## src/bkas_pkg.sv

```systemverilog
package bkas_pkg;

  // Configuration register set as seen by the datapath.
  typedef struct packed {
    logic signed [31:0] acceleration;
    logic        [30:0] max_step;
    logic signed [31:0] low_bound;
    logic signed [31:0] high_bound;
    logic signed [31:0] velocity_cap;
    logic               frozen;
  } cfg_t;

  // Register indexes on the configuration port.
  localparam logic [2:0] REG_ACCELERATION = 3'd0;
  localparam logic [2:0] REG_MAX_STEP     = 3'd1;
  localparam logic [2:0] REG_LOW_BOUND    = 3'd2;
  localparam logic [2:0] REG_HIGH_BOUND   = 3'd3;
  localparam logic [2:0] REG_VELOCITY_CAP = 3'd4;
  localparam logic [2:0] REG_FROZEN       = 3'd5;

  // Datapath operations.
  typedef logic [3:0] op_t;
  localparam op_t OP_NONE    = 4'd0;
  localparam op_t OP_START   = 4'd1;
  localparam op_t OP_MUL_S0  = 4'd2;
  localparam op_t OP_MUL_T   = 4'd3;
  localparam op_t OP_MUL_VV  = 4'd4;
  localparam op_t OP_MUL_AX  = 4'd5;
  localparam op_t OP_ADD     = 4'd6;
  localparam op_t OP_SH_S0   = 4'd7;
  localparam op_t OP_SH_T    = 4'd8;
  localparam op_t OP_LIMIT   = 4'd9;
  localparam op_t OP_DISC    = 4'd10;
  localparam op_t OP_SQRT    = 4'd11;
  localparam op_t OP_ARR_END = 4'd12;
  localparam op_t OP_BOUND   = 4'd13;
  localparam op_t OP_CAP     = 4'd14;

  typedef struct packed {
    op_t  op;
    logic load;
  } cmd_t;

  typedef struct packed {
    logic limited;
    logic bound_hit;
    logic a_zero;
  } stat_t;

endpackage

```

## src/bkas_ctrl.sv

```systemverilog
module bkas_ctrl (
  input  logic             clk,
  input  logic             rst_n,
  input  logic             in_valid,
  input  logic             in_mode,
  input  logic             frozen,
  input  logic             out_busy,
  input  bkas_pkg::stat_t  stat,
  output logic             in_ready,
  output logic             done,
  output bkas_pkg::cmd_t   cmd
);

  localparam logic [4:0] S_IDLE    = 5'd0;
  localparam logic [4:0] S_S0_MUL  = 5'd1;
  localparam logic [4:0] S_S0_ADD  = 5'd2;
  localparam logic [4:0] S_S0_SH   = 5'd3;
  localparam logic [4:0] S_T_MUL   = 5'd4;
  localparam logic [4:0] S_T_ADD   = 5'd5;
  localparam logic [4:0] S_T_SH    = 5'd6;
  localparam logic [4:0] S_LIMIT   = 5'd7;
  localparam logic [4:0] S_VV_MUL  = 5'd8;
  localparam logic [4:0] S_VV_ADD  = 5'd9;
  localparam logic [4:0] S_AX_MUL  = 5'd10;
  localparam logic [4:0] S_AX_ADD  = 5'd11;
  localparam logic [4:0] S_DISC    = 5'd12;
  localparam logic [4:0] S_SQRT    = 5'd13;
  localparam logic [4:0] S_ARR_END = 5'd14;
  localparam logic [4:0] S_BOUND   = 5'd15;
  localparam logic [4:0] S_CAP     = 5'd16;
  localparam logic [4:0] S_DONE    = 5'd17;

  logic [4:0] state_r, state_nxt;
  logic [4:0] cnt_r, cnt_nxt;
  logic       from_bound_r, from_bound_nxt;

  always_comb begin
    state_nxt      = state_r;
    cnt_nxt        = cnt_r;
    from_bound_nxt = from_bound_r;
    in_ready       = 1'b0;
    done           = 1'b0;
    cmd.op         = bkas_pkg::OP_NONE;
    cmd.load       = in_mode;
    case (state_r)
      S_IDLE: begin
        in_ready = 1'b1;
        if (in_valid) begin
          cmd.op    = bkas_pkg::OP_START;
          state_nxt = (in_mode || frozen) ? S_DONE : S_S0_MUL;
        end
      end
      S_S0_MUL: begin cmd.op = bkas_pkg::OP_MUL_S0; state_nxt = S_S0_ADD; end
      S_S0_ADD: begin cmd.op = bkas_pkg::OP_ADD;    state_nxt = S_S0_SH;  end
      S_S0_SH:  begin cmd.op = bkas_pkg::OP_SH_S0;  state_nxt = S_T_MUL;  end
      S_T_MUL:  begin cmd.op = bkas_pkg::OP_MUL_T;  state_nxt = S_T_ADD;  end
      S_T_ADD:  begin cmd.op = bkas_pkg::OP_ADD;    state_nxt = S_T_SH;   end
      S_T_SH:   begin cmd.op = bkas_pkg::OP_SH_T;   state_nxt = S_LIMIT;  end
      S_LIMIT: begin
        cmd.op         = bkas_pkg::OP_LIMIT;
        from_bound_nxt = 1'b0;
        state_nxt      = (stat.limited && !stat.a_zero) ? S_VV_MUL : S_BOUND;
      end
      S_VV_MUL: begin cmd.op = bkas_pkg::OP_MUL_VV; state_nxt = S_VV_ADD; end
      S_VV_ADD: begin cmd.op = bkas_pkg::OP_ADD;    state_nxt = S_AX_MUL; end
      S_AX_MUL: begin cmd.op = bkas_pkg::OP_MUL_AX; state_nxt = S_AX_ADD; end
      S_AX_ADD: begin cmd.op = bkas_pkg::OP_ADD;    state_nxt = S_DISC;   end
      S_DISC: begin
        cmd.op    = bkas_pkg::OP_DISC;
        cnt_nxt   = '0;
        state_nxt = S_SQRT;
      end
      S_SQRT: begin
        cmd.op  = bkas_pkg::OP_SQRT;
        cnt_nxt = cnt_r + 5'd1;
        if (cnt_r == 5'd31) state_nxt = S_ARR_END;
      end
      S_ARR_END: begin
        cmd.op    = bkas_pkg::OP_ARR_END;
        state_nxt = from_bound_r ? S_CAP : S_BOUND;
      end
      S_BOUND: begin
        cmd.op = bkas_pkg::OP_BOUND;
        if (stat.bound_hit && !stat.a_zero) begin
          from_bound_nxt = 1'b1;
          state_nxt      = S_VV_MUL;
        end else begin
          state_nxt = S_CAP;
        end
      end
      S_CAP: begin cmd.op = bkas_pkg::OP_CAP; state_nxt = S_DONE; end
      S_DONE: begin
        if (!out_busy) begin
          done      = 1'b1;
          state_nxt = S_IDLE;
        end
      end
      default: state_nxt = S_IDLE;
    endcase
  end

  always_ff @(posedge clk) begin
    if (!rst_n) begin
      state_r      <= S_IDLE;
      cnt_r        <= '0;
      from_bound_r <= 1'b0;
    end else begin
      state_r      <= state_nxt;
      cnt_r        <= cnt_nxt;
      from_bound_r <= from_bound_nxt;
    end
  end

endmodule

```

## config.mk

```make
export PLATFORM = sky130hd
export DESIGN_NAME = bkas_ctrl
export DESIGN_NICKNAME = d
export VERILOG_FILES = /design/src/bkas_pkg.sv /design/src/bkas_ctrl.sv
export SDC_FILE = /design/constraint.sdc
export NUM_CORES = 1
export LEC_CHECK = 0
export BUFFER_PORTS_ARGS = -buffer_cell sky130_fd_sc_hd__buf_2
export CAP_MARGIN = 20
export CORE_ASPECT_RATIO = 0.8
export CORE_MARGIN = 2
export CORE_UTILIZATION = 43
export DETAILED_ROUTE_END_ITERATION = 12
export HOLD_SLACK_MARGIN = 0.06
export MAX_ROUTING_LAYER = met4
export PLACE_DENSITY = 0.71
export SETUP_SLACK_MARGIN = 0.5
export SLEW_MARGIN = 20
export SYNTH_ARGS = -nofsm -noshare
export SYNTH_HDL_FRONTEND = slang
export SYNTH_SLANG_ARGS = --single-unit
```

## constraint.sdc

```tcl
create_clock -name clk -period 1.3 [get_ports clk]
set_input_delay 0.26 -clock clk [delete_from_list [all_inputs] [get_ports clk]]
set_output_delay 0.26 -clock clk [all_outputs]
set_load 0.01 [all_outputs]
```

Yosys cells after proc, flatten, opt, wreduce, memory -nomap -nowiden
Index checks and enable logic that the tools add are counted.

Output and inout bits: 7. Register bits after elaboration: 11. Input port bits: 9.

Equal/unequal tests: 22. Muxes and demuxes: 16. Add/sub/neg operators: 1. Reduce and logical (&&, ||, !) cells: 10.

Operators by type and width (number): case mux 5 bit (18 select lines) (1); case mux 4 bit (14 select lines) (1); equality test 5 x 4 -> 1 bit, second input constant (8); 2-to-1 mux 5 bit (6); equality test 5 x 3 -> 1 bit, second input constant (4); equality test 5 bit, second input constant (3); equality test 5 x 2 -> 1 bit, second input constant (2); case mux 5 bit (2 select lines) (1); inequality test 2 bit, second input constant (4); adder 5 x 1 -> 5 bit, second input constant (1); equality test 5 x 1 -> 1 bit, second input constant (1); zero test 5 bit (1); 2-to-1 mux 1 bit (5); nonzero test 2 bit (2); OR reduction 4 bit (1); 2-to-1 mux 3 bit (1); AND reduction 3 bit (1); logical AND 1 bit (2); case mux 1 bit (2 select lines) (1); AND reduction 2 bit (1); zero test 1 bit (1); logical OR 1 bit (1).

Depth between registers and ports, before layout
Gate-level depths: netlist of run 1.

Depth in word-level cells: 4. Depth in mapped cells: 6. Mapped depth without buffers: 5.

Worst setup path after synthesis of run 1
OpenSTA, ideal clock, no wires.

Path type: register -> output. Start: register state_r[0]. End: output port cmd[2] (netlist bit). Data arrival time: 1.305 ns. Path slack: -0.265 ns. Cell stages (with the launch flop): 6. Path through: dfxtp_1 > buf_2 > buf_4 > clkbuf_1 > a21oi_1 > o32ai_1.

RTL lines: start, declared (RTL line bkas_ctrl.sv:33) `logic [4:0] state_r, state_nxt;`; start signal, assigned (RTL line bkas_ctrl.sv:108) `state_r <= state_nxt;`; end, declared (RTL line bkas_ctrl.sv:11) `output bkas_pkg::cmd_t cmd`.

==> results of run 1 <==
cell families after synthesis:
group	Yosys count	synth area share [%]
compound gates	39	28.1
fa+ha+maj	2	2.78
buf+inv	16	9.32
flops	11	24.5
mux	2	2.36
simple gates	45	33.0
power groups by stage:
stage	combinational (mW)	clock [mW]	sequential, mW
3_5_place_dp	1.38	0	0.539
3_3_place_gp	1.35	0	0.535
6_report	2.07	0.247	0.556
5_1_grt	2.21	0.259	0.554
4_1_cts	1.58	0.253	0.549
2_1_floorplan	1.05	0	0.439
placed cells by master, fill, tap and decap left out, types with 3 or more instances in the layout:
master     n
dfxtp_1    4
buf_6     12
inv_1      3
nor2_2     3
nand3b_1   3
o21ai_2    3
o21ai_1    5
buf_2     14
a21oi_2    6
clkbuf_4   3
a21oi_1    8
dfxtp_4    5
nand2_1    4
nor2_1     6
buf_4     26
nand3_1    3
registers in the layout, summed over array words and instances, names as in the netlist:
name / cells
cnt_r: 5
from_bound_r: 1
state_r: 5
worst max-delay path by stage:
stage / from / to / slack (ns) / cells past startpoint
after global routing: state_r[1] / in_ready / -0.45 / 5
after global placement: state_r[0] / state_r[4] / -0.16 / 5
after floorplan: state_r[0] / state_r[1] / -0.08 / 5
after CTS: state_r[1] / in_ready / -0.40 / 5
final: state_r[2] / cmd[2] / -0.40 / 5
after detailed placement: state_r[0] / state_r[4] / -0.22 / 5
routing by layer:
layer	routed length [µm]	global-route usage, %	part of all wire, %
met5	0	-	0
met3	255	7.95	7.4
met2	1730	43.3	50
met1	1410	34.5	41
met4	32	4.39	0.93
stage by stage:
step / setup TNS [ns] / hold WS (ns)
floorplan: -0.282 / 0.377
global placement: -0.944 / 0.474
detailed placement: -1.29 / 0.485
CTS: -2.78 / 0.227
global route: -4.73 / 0.262
finish: -3.82 / 0.251
final cells by class:
cell class                      count  area (µm²)
Tap cell                           24        30.0
Timing Repair Buffer               54         440
Sequential cell                    11         241
Multi-Input combinational cell     88         805
Inverter                            5        18.8
Clock buffer                        4        26.3
Fill cell                         124         365
timing repair:
action                                  CTS  global route
setup buffers                            10             8
pin swaps                                15            11
resized for setup                        19            33
endpoints found under the setup margin   17            17
==> summary.md, run 1 <==
| Metric | Value |
|---|---|
| Die Y | around 45 µm |
| Root buf cell | clkbuf_4 |
| First-pass GRT wire length | roughly 4600 µm |
| Failing checks | setup timing |
| Initial DRC count | 54 |
| Post-Syn Nets | between 100 and 150 |
| Instance count of the mapped netlist | around 120 |
| Tot Pwr | 2.88 mW |
| Final Core Density | just over 80% |
| Crit-path slowest cell | dfxtp_4 |
| Wire per inst | about 18 µm |
| Die area | 0.00248 mm² |
| I/O pin total | 16 |
| DRC errors left | 0 |
| Post-synthesis sequential area ratio | between 20% and 30% |
| Hold Path Class | in2reg |
| Place WS | -0.221 ns |
| Area share of the largest cell type after synthesis | between 20 and 25% |
| Placed cells | 164 |
| Pre-antenna DRT Iters | 4 |
| Ranking of synthesized cells by area | dfxtp_1, a21oi_1, nor2_1 |
| Final RePlAce weighted congestion | 0.877 |
| Crit-path cells | buf_12 -> nor4_4 -> a21oi_2 -> o32ai_2 -> buf_2 |
| CP Data Arrival Time | about 1.4 ns |
| P per Cell Area | around 1800 mW/mm² |
| Post-CTS Hold Buffers | 0 |
| CTS tree | done |
| Power share of the sequential group | ~19% |
| Initial antenna violation count | 0 |
| Yosys reg bits | 11 |
| Row Count | 14 |
| Peak supply drop | ~1800 µV |
| Comb pwr share | 72.1% |
| Final Hold Viols | 0 |
| Worst Setup End Kind | primary output |
| Required time worst endpoint | 1.04 ns |
| Setup violations, final | 16 |
| P&R area growth vs syn | 73.6% |
| Status | finished with violations |
| Core ar. | just under 0.002 mm² |
| Slew Limit Fails | 0 |
| Clock slew at reported path FFs | 0.07 ns |
| Longest Clk Path Bufs | 2 |
| Final Non-Filler Cells | between 150 and 200 |
| Pin count of the biggest net entering global routing | 17 |
| Reg2reg end | state_r[1] |
| Fin crit period | between 1.5 and 2 ns |
| Crit path max-delay family | flip-flops |
| GRT Total Usage | between 20% and 30% |
| Psw | 1.22 mW |
| Worst clock skew | between 0.004 and 0.005 ns |
| # port buffers | 15 |
| Fmax | roughly 590 MHz |
| Worst setup SP type | flop |
| Post-Syn Area | between 800 and 900 µm² |
| Ratio of cells with drive above 1 in the final layout | between 60% and 70% |
| Slew @ Worst Pin | 0.391 ns |
| HP Start | rst_n |
| WHS Path Cells | 2 |
| Total grt overflow | 0 |
| Fraction of registers with async set/reset | 0% |
| Post-synth EDFFs | 0 |
| PnR worst setup slack | -0.397 ns |
| Fin crit share | 131% |
| Final nets | about 170 |
| Worst Path Class, Setup | reg2out |
| RSZ-0062 raised after global routing | true |
| Synth area leader | dfxtp_1 |
| Clk sinks | 11 |
| Via count of the first global-routing pass | approximately 1000 |
| Synth Flop Type | dfxtp_1 |
| Cell Area, Placed | about 0.0012 mm² |
| Diodes inserted | 0 |
| Count leader, synth | a21oi_1 |
| Hpwl dp | approximately 1800 µm |
| Syn Area/Cell | roughly 7.8 µm² |
| Worst skew pair latency | between 0.2 and 0.3 ns |
| Die Width | 55.1 µm |
| P_int | 1.65 mW |
| Clock power frac | under 10% |
| Slowest stage delay, CP | just under 0.4 ns |
| RR Startpoint | state_r[1] |
| Leak | between 0.6 and 0.7 nW |
| Slew HR | roughly three quarters |
| Hold path endpoint | state_r[2] |
| Synth unique cells | 51 |
| Detailed-route via count | 1142 |
| Num CTS Buffers | 3 |
| H-tree levels | 1 |
| R2r worst-path depth | 6 |
| Starting density of the core | between 40% and 50% |
| Design area | 0.00156 mm² |
| DRT Wirelength | ~3400 µm |
| Reg2Reg Setup Slack | -0.34 ns |
| Synth cell count leaders | a21oi_1, dfxtp_1, nor2_1, o21ai_1, nand3_1 |
| Post-DRT Antenna Nets | 0 |
| Crit path buffers/inverters | 2 |
| Max Cap Violations | 0 |
| Yosys warning count | 0 |
| Sw Share | ~43% |
| Maximum fanout along the worst path | 5 |
| Average vias per placed instance | between 6 and 7 |
Note: power is estimated with default switching activity, not from simulation.
==> inputs of run 2 (changes only) <==
Settings changed: PLACE_DENSITY 0.71 to 0.67.
==> summary.md, run 2 (same netlist as run 1, synthesis figures left out) <==
| Metric | Value |
|---|---|
| Fin crit period | 1.70 ns (+0.000679 ns) |
| Hpwl dp | 1760 µm (-4.3%) |
| Core ar. | 0.00193 mm² (unchanged) |
| DRT Wirelength | 3070 µm (-11%) |
| Met3 usage | 6.95% (-0.99 points) |
| GR Util met2 | 41.0% (-2.4 points) |
| Ratio of cells with drive above 1 in the final layout | 58.9% (-6.0 points) |
| # port buffers | 15 (unchanged) |
| Final RePlAce weighted congestion | 0.819 (-6.7%) |
| Slew @ Worst Pin | 0.285 ns (-0.106 ns) |
| Place WS | -0.240 ns (-0.0187 ns) |
| Pre-antenna DRT Iters | 7 (+3) |
| Met1 GRT Util | 33.5% (-1.0 points) |
| I/O pin total | 16 (unchanged) |
| Worst skew pair latency | 0.29 ns (about the same) |
| Row Count | 14 (unchanged) |
| PnR worst setup slack | -0.397 ns (-0.000679 ns) |
| Fmax | 589 MHz (about the same) |
| Die Y | 44.9 µm (unchanged) |
| P&R area growth vs syn | 64.1% |
| Most common cell after layout, fill and taps aside | buf_4 |
| Worst Path Class, Setup | reg2out |
| Final Hold Viols | 0 (unchanged) |
| Worst clock skew | 0.00664 ns (+0.00261 ns) |
| Max Cap Violations | 0 (unchanged) |
| RR Startpoint | state_r[0] |
| Wire per inst | 16.8 µm (-8.7%) |
| CTS tree | done |
| Die Width | 55.1 µm (unchanged) |
| R2r worst-path depth | 7 (+1) |
| Failing checks | setup timing |
| Die area | 0.00248 mm² (unchanged) |
| Post-DRT Antenna Nets | 0 (unchanged) |
| RSZ-0062 raised after global routing | true |
| Clock slew at reported path FFs | 0.08 ns (about the same) |
| Reg2reg end | state_r[4] |
| Hold Path Class | in2reg |
| Num CTS Buffers | 3 (unchanged) |
| Slew HR | 81.0% (+7.0 points) |
| DRC errors left | 0 (unchanged) |
| Commonest cells after routing, fill and taps aside | buf_4, buf_2, a21oi_1, nor2_1, buf_6 |
| Average vias per placed instance | 5.86 (-4.6%) |
| Peak supply drop | 1680 µV (-8.5%) |
| Top Registers | cnt_r: 5 flops, state_r: 5 flops, from_bound_r: 1 flops |
| Status | finished with violations |
| Detailed-route via count | 1066 (-6.7%) |
| CP Data Arrival Time | 1.44 ns (about the same) |
| Initial DRC count | 54 (unchanged) |
| Required time worst endpoint | 1.04 ns (about the same) |
| P per Cell Area | 1890 mW/mm² (+2.8%) |
| Initial antenna violation count | 0 (unchanged) |
| GRT Total Usage | 25.8% (-1.3 points) |
| Diodes inserted | 0 (unchanged) |
| Fin Hold WS | 0.248 ns (-0.00285 ns) |
| Clk sinks | 11 (unchanged) |
| Fin crit share | 131% (about the same) |
| # fillers | 130 (+4.8%) |
| Busiest grt layer | met2 |
| Worst Setup End Kind | primary output |
| Slew Limit Fails | 0 (unchanged) |
| Total grt overflow | 0 (unchanged) |
| Pin count of the biggest net entering global routing | 11 (-6) |
| Worst Setup EP | cmd[1] |
| Longest Clk Path Bufs | 2 (unchanged) |
| Crit path from | state_r[0] |
| Reg2Reg Setup Slack | -0.34 ns (about the same) |
| H-tree levels | 1 (unchanged) |
| Leak | 0.588 nW (-3.8%) |
| Final nets | 170 (-2.3%) |
| WHS Path Cells | 2 (unchanged) |
| Post-CTS Hold Buffers | 0 (unchanged) |
| First-pass GRT wire length | 4420 µm (-3.2%) |
| Starting density of the core | 46.7% (unchanged) |
| Tot Pwr | 2.80 mW (-2.8%) |
| Maximum fanout along the worst path | 5 (unchanged) |
| Root buf cell | clkbuf_4 |
| Setup violations, final | 14 (-2) |
| Via count of the first global-routing pass | 976 (-1.3%) |
| Worst setup SP type | flop |
[run 2: cell count changes in the layout (fill, tap and decap cells not counted), moves of 2 or more]
cell | previous run | this run
buf_6 | 12 | 6
nor2_1 | 6 | 8
a21oi_1 | 8 | 11
a21oi_2 | 6 | 3
nor2_4 | 2 | 0
[run 2: per-layer routing]
layer | routed length (µm) | vias up
met2 | 1440 | 43
met5 | 0 | -
met4 | 68 | 0
met3 | 203 | 7
li1 | - | 519
met1 | 1360 | 497
[run 2: timing repair]
action                     4_1_cts  5_1_grt
pin swaps                       13        3
gates cloned                     1        0
resized for setup               16       17
hold endpoints to repair         0        0
setup buffers                   11        1
setup endpoints to repair       17       17
[run 2: worst max-delay path, stage by stage (launching register included)]
cell and delay (ns):
dfxtp_4 0.37, buf_6 0.14, nor3b_4 0.23, o21ai_2 0.08
a31oi_1 0.17, buf_2 0.16
[run 2: stage by stage]
| stage | instance area [µm²] | cells | setup TNS, ns | utilization, % |
|---|---|---|---|---|
| after floorplan | 1020 | 115 | -0.282 | - |
| after global placement | 1200 | 165 | -0.920 | 62.1 |
| after detailed placement | 1200 | 165 | -1.35 | 62.1 |
| after CTS | 1390 | 181 | -2.95 | 72.2 |
| after global routing | 1480 | 182 | -4.30 | 76.6 |
| final | 1480 | 182 | -3.41 | 76.6 |
[run 2: worst min-delay path by stage]
stage,startpoint,end,slack [ns]
2_1_floorplan,rst_n,state_r[2],0.38
3_3_place_gp,cnt_r[4],cnt_r[4],0.48
3_5_place_dp,cnt_r[4],cnt_r[4],0.49
4_1_cts,rst_n,state_r[2],0.23
5_1_grt,rst_n,state_r[0],0.24
6_report,rst_n,state_r[0],0.25
[run 2: final cells by class]
type / count / area, µm² / area share (%)
Sequential cell: 11 / 241 / 16.4
Multi-Input combinational cell: 88 / 752 / 50.9
Timing Repair Buffer: 50 / 408 / 27.6
Clock buffer: 4 / 26.3 / 1.78
Tap cell: 24 / 30.0 / 2.03
Inverter: 5 / 18.8 / 1.27
[run 2: power breakdown]
group | internal (mW) | switching (mW) | leakage, nW
sequential | 0.418 | 0.126 | 0.0938
combinational | 1.10 | 0.900 | 0.479
clock | 0.120 | 0.133 | 0.0150
total | 1.64 | 1.16 | 0.588
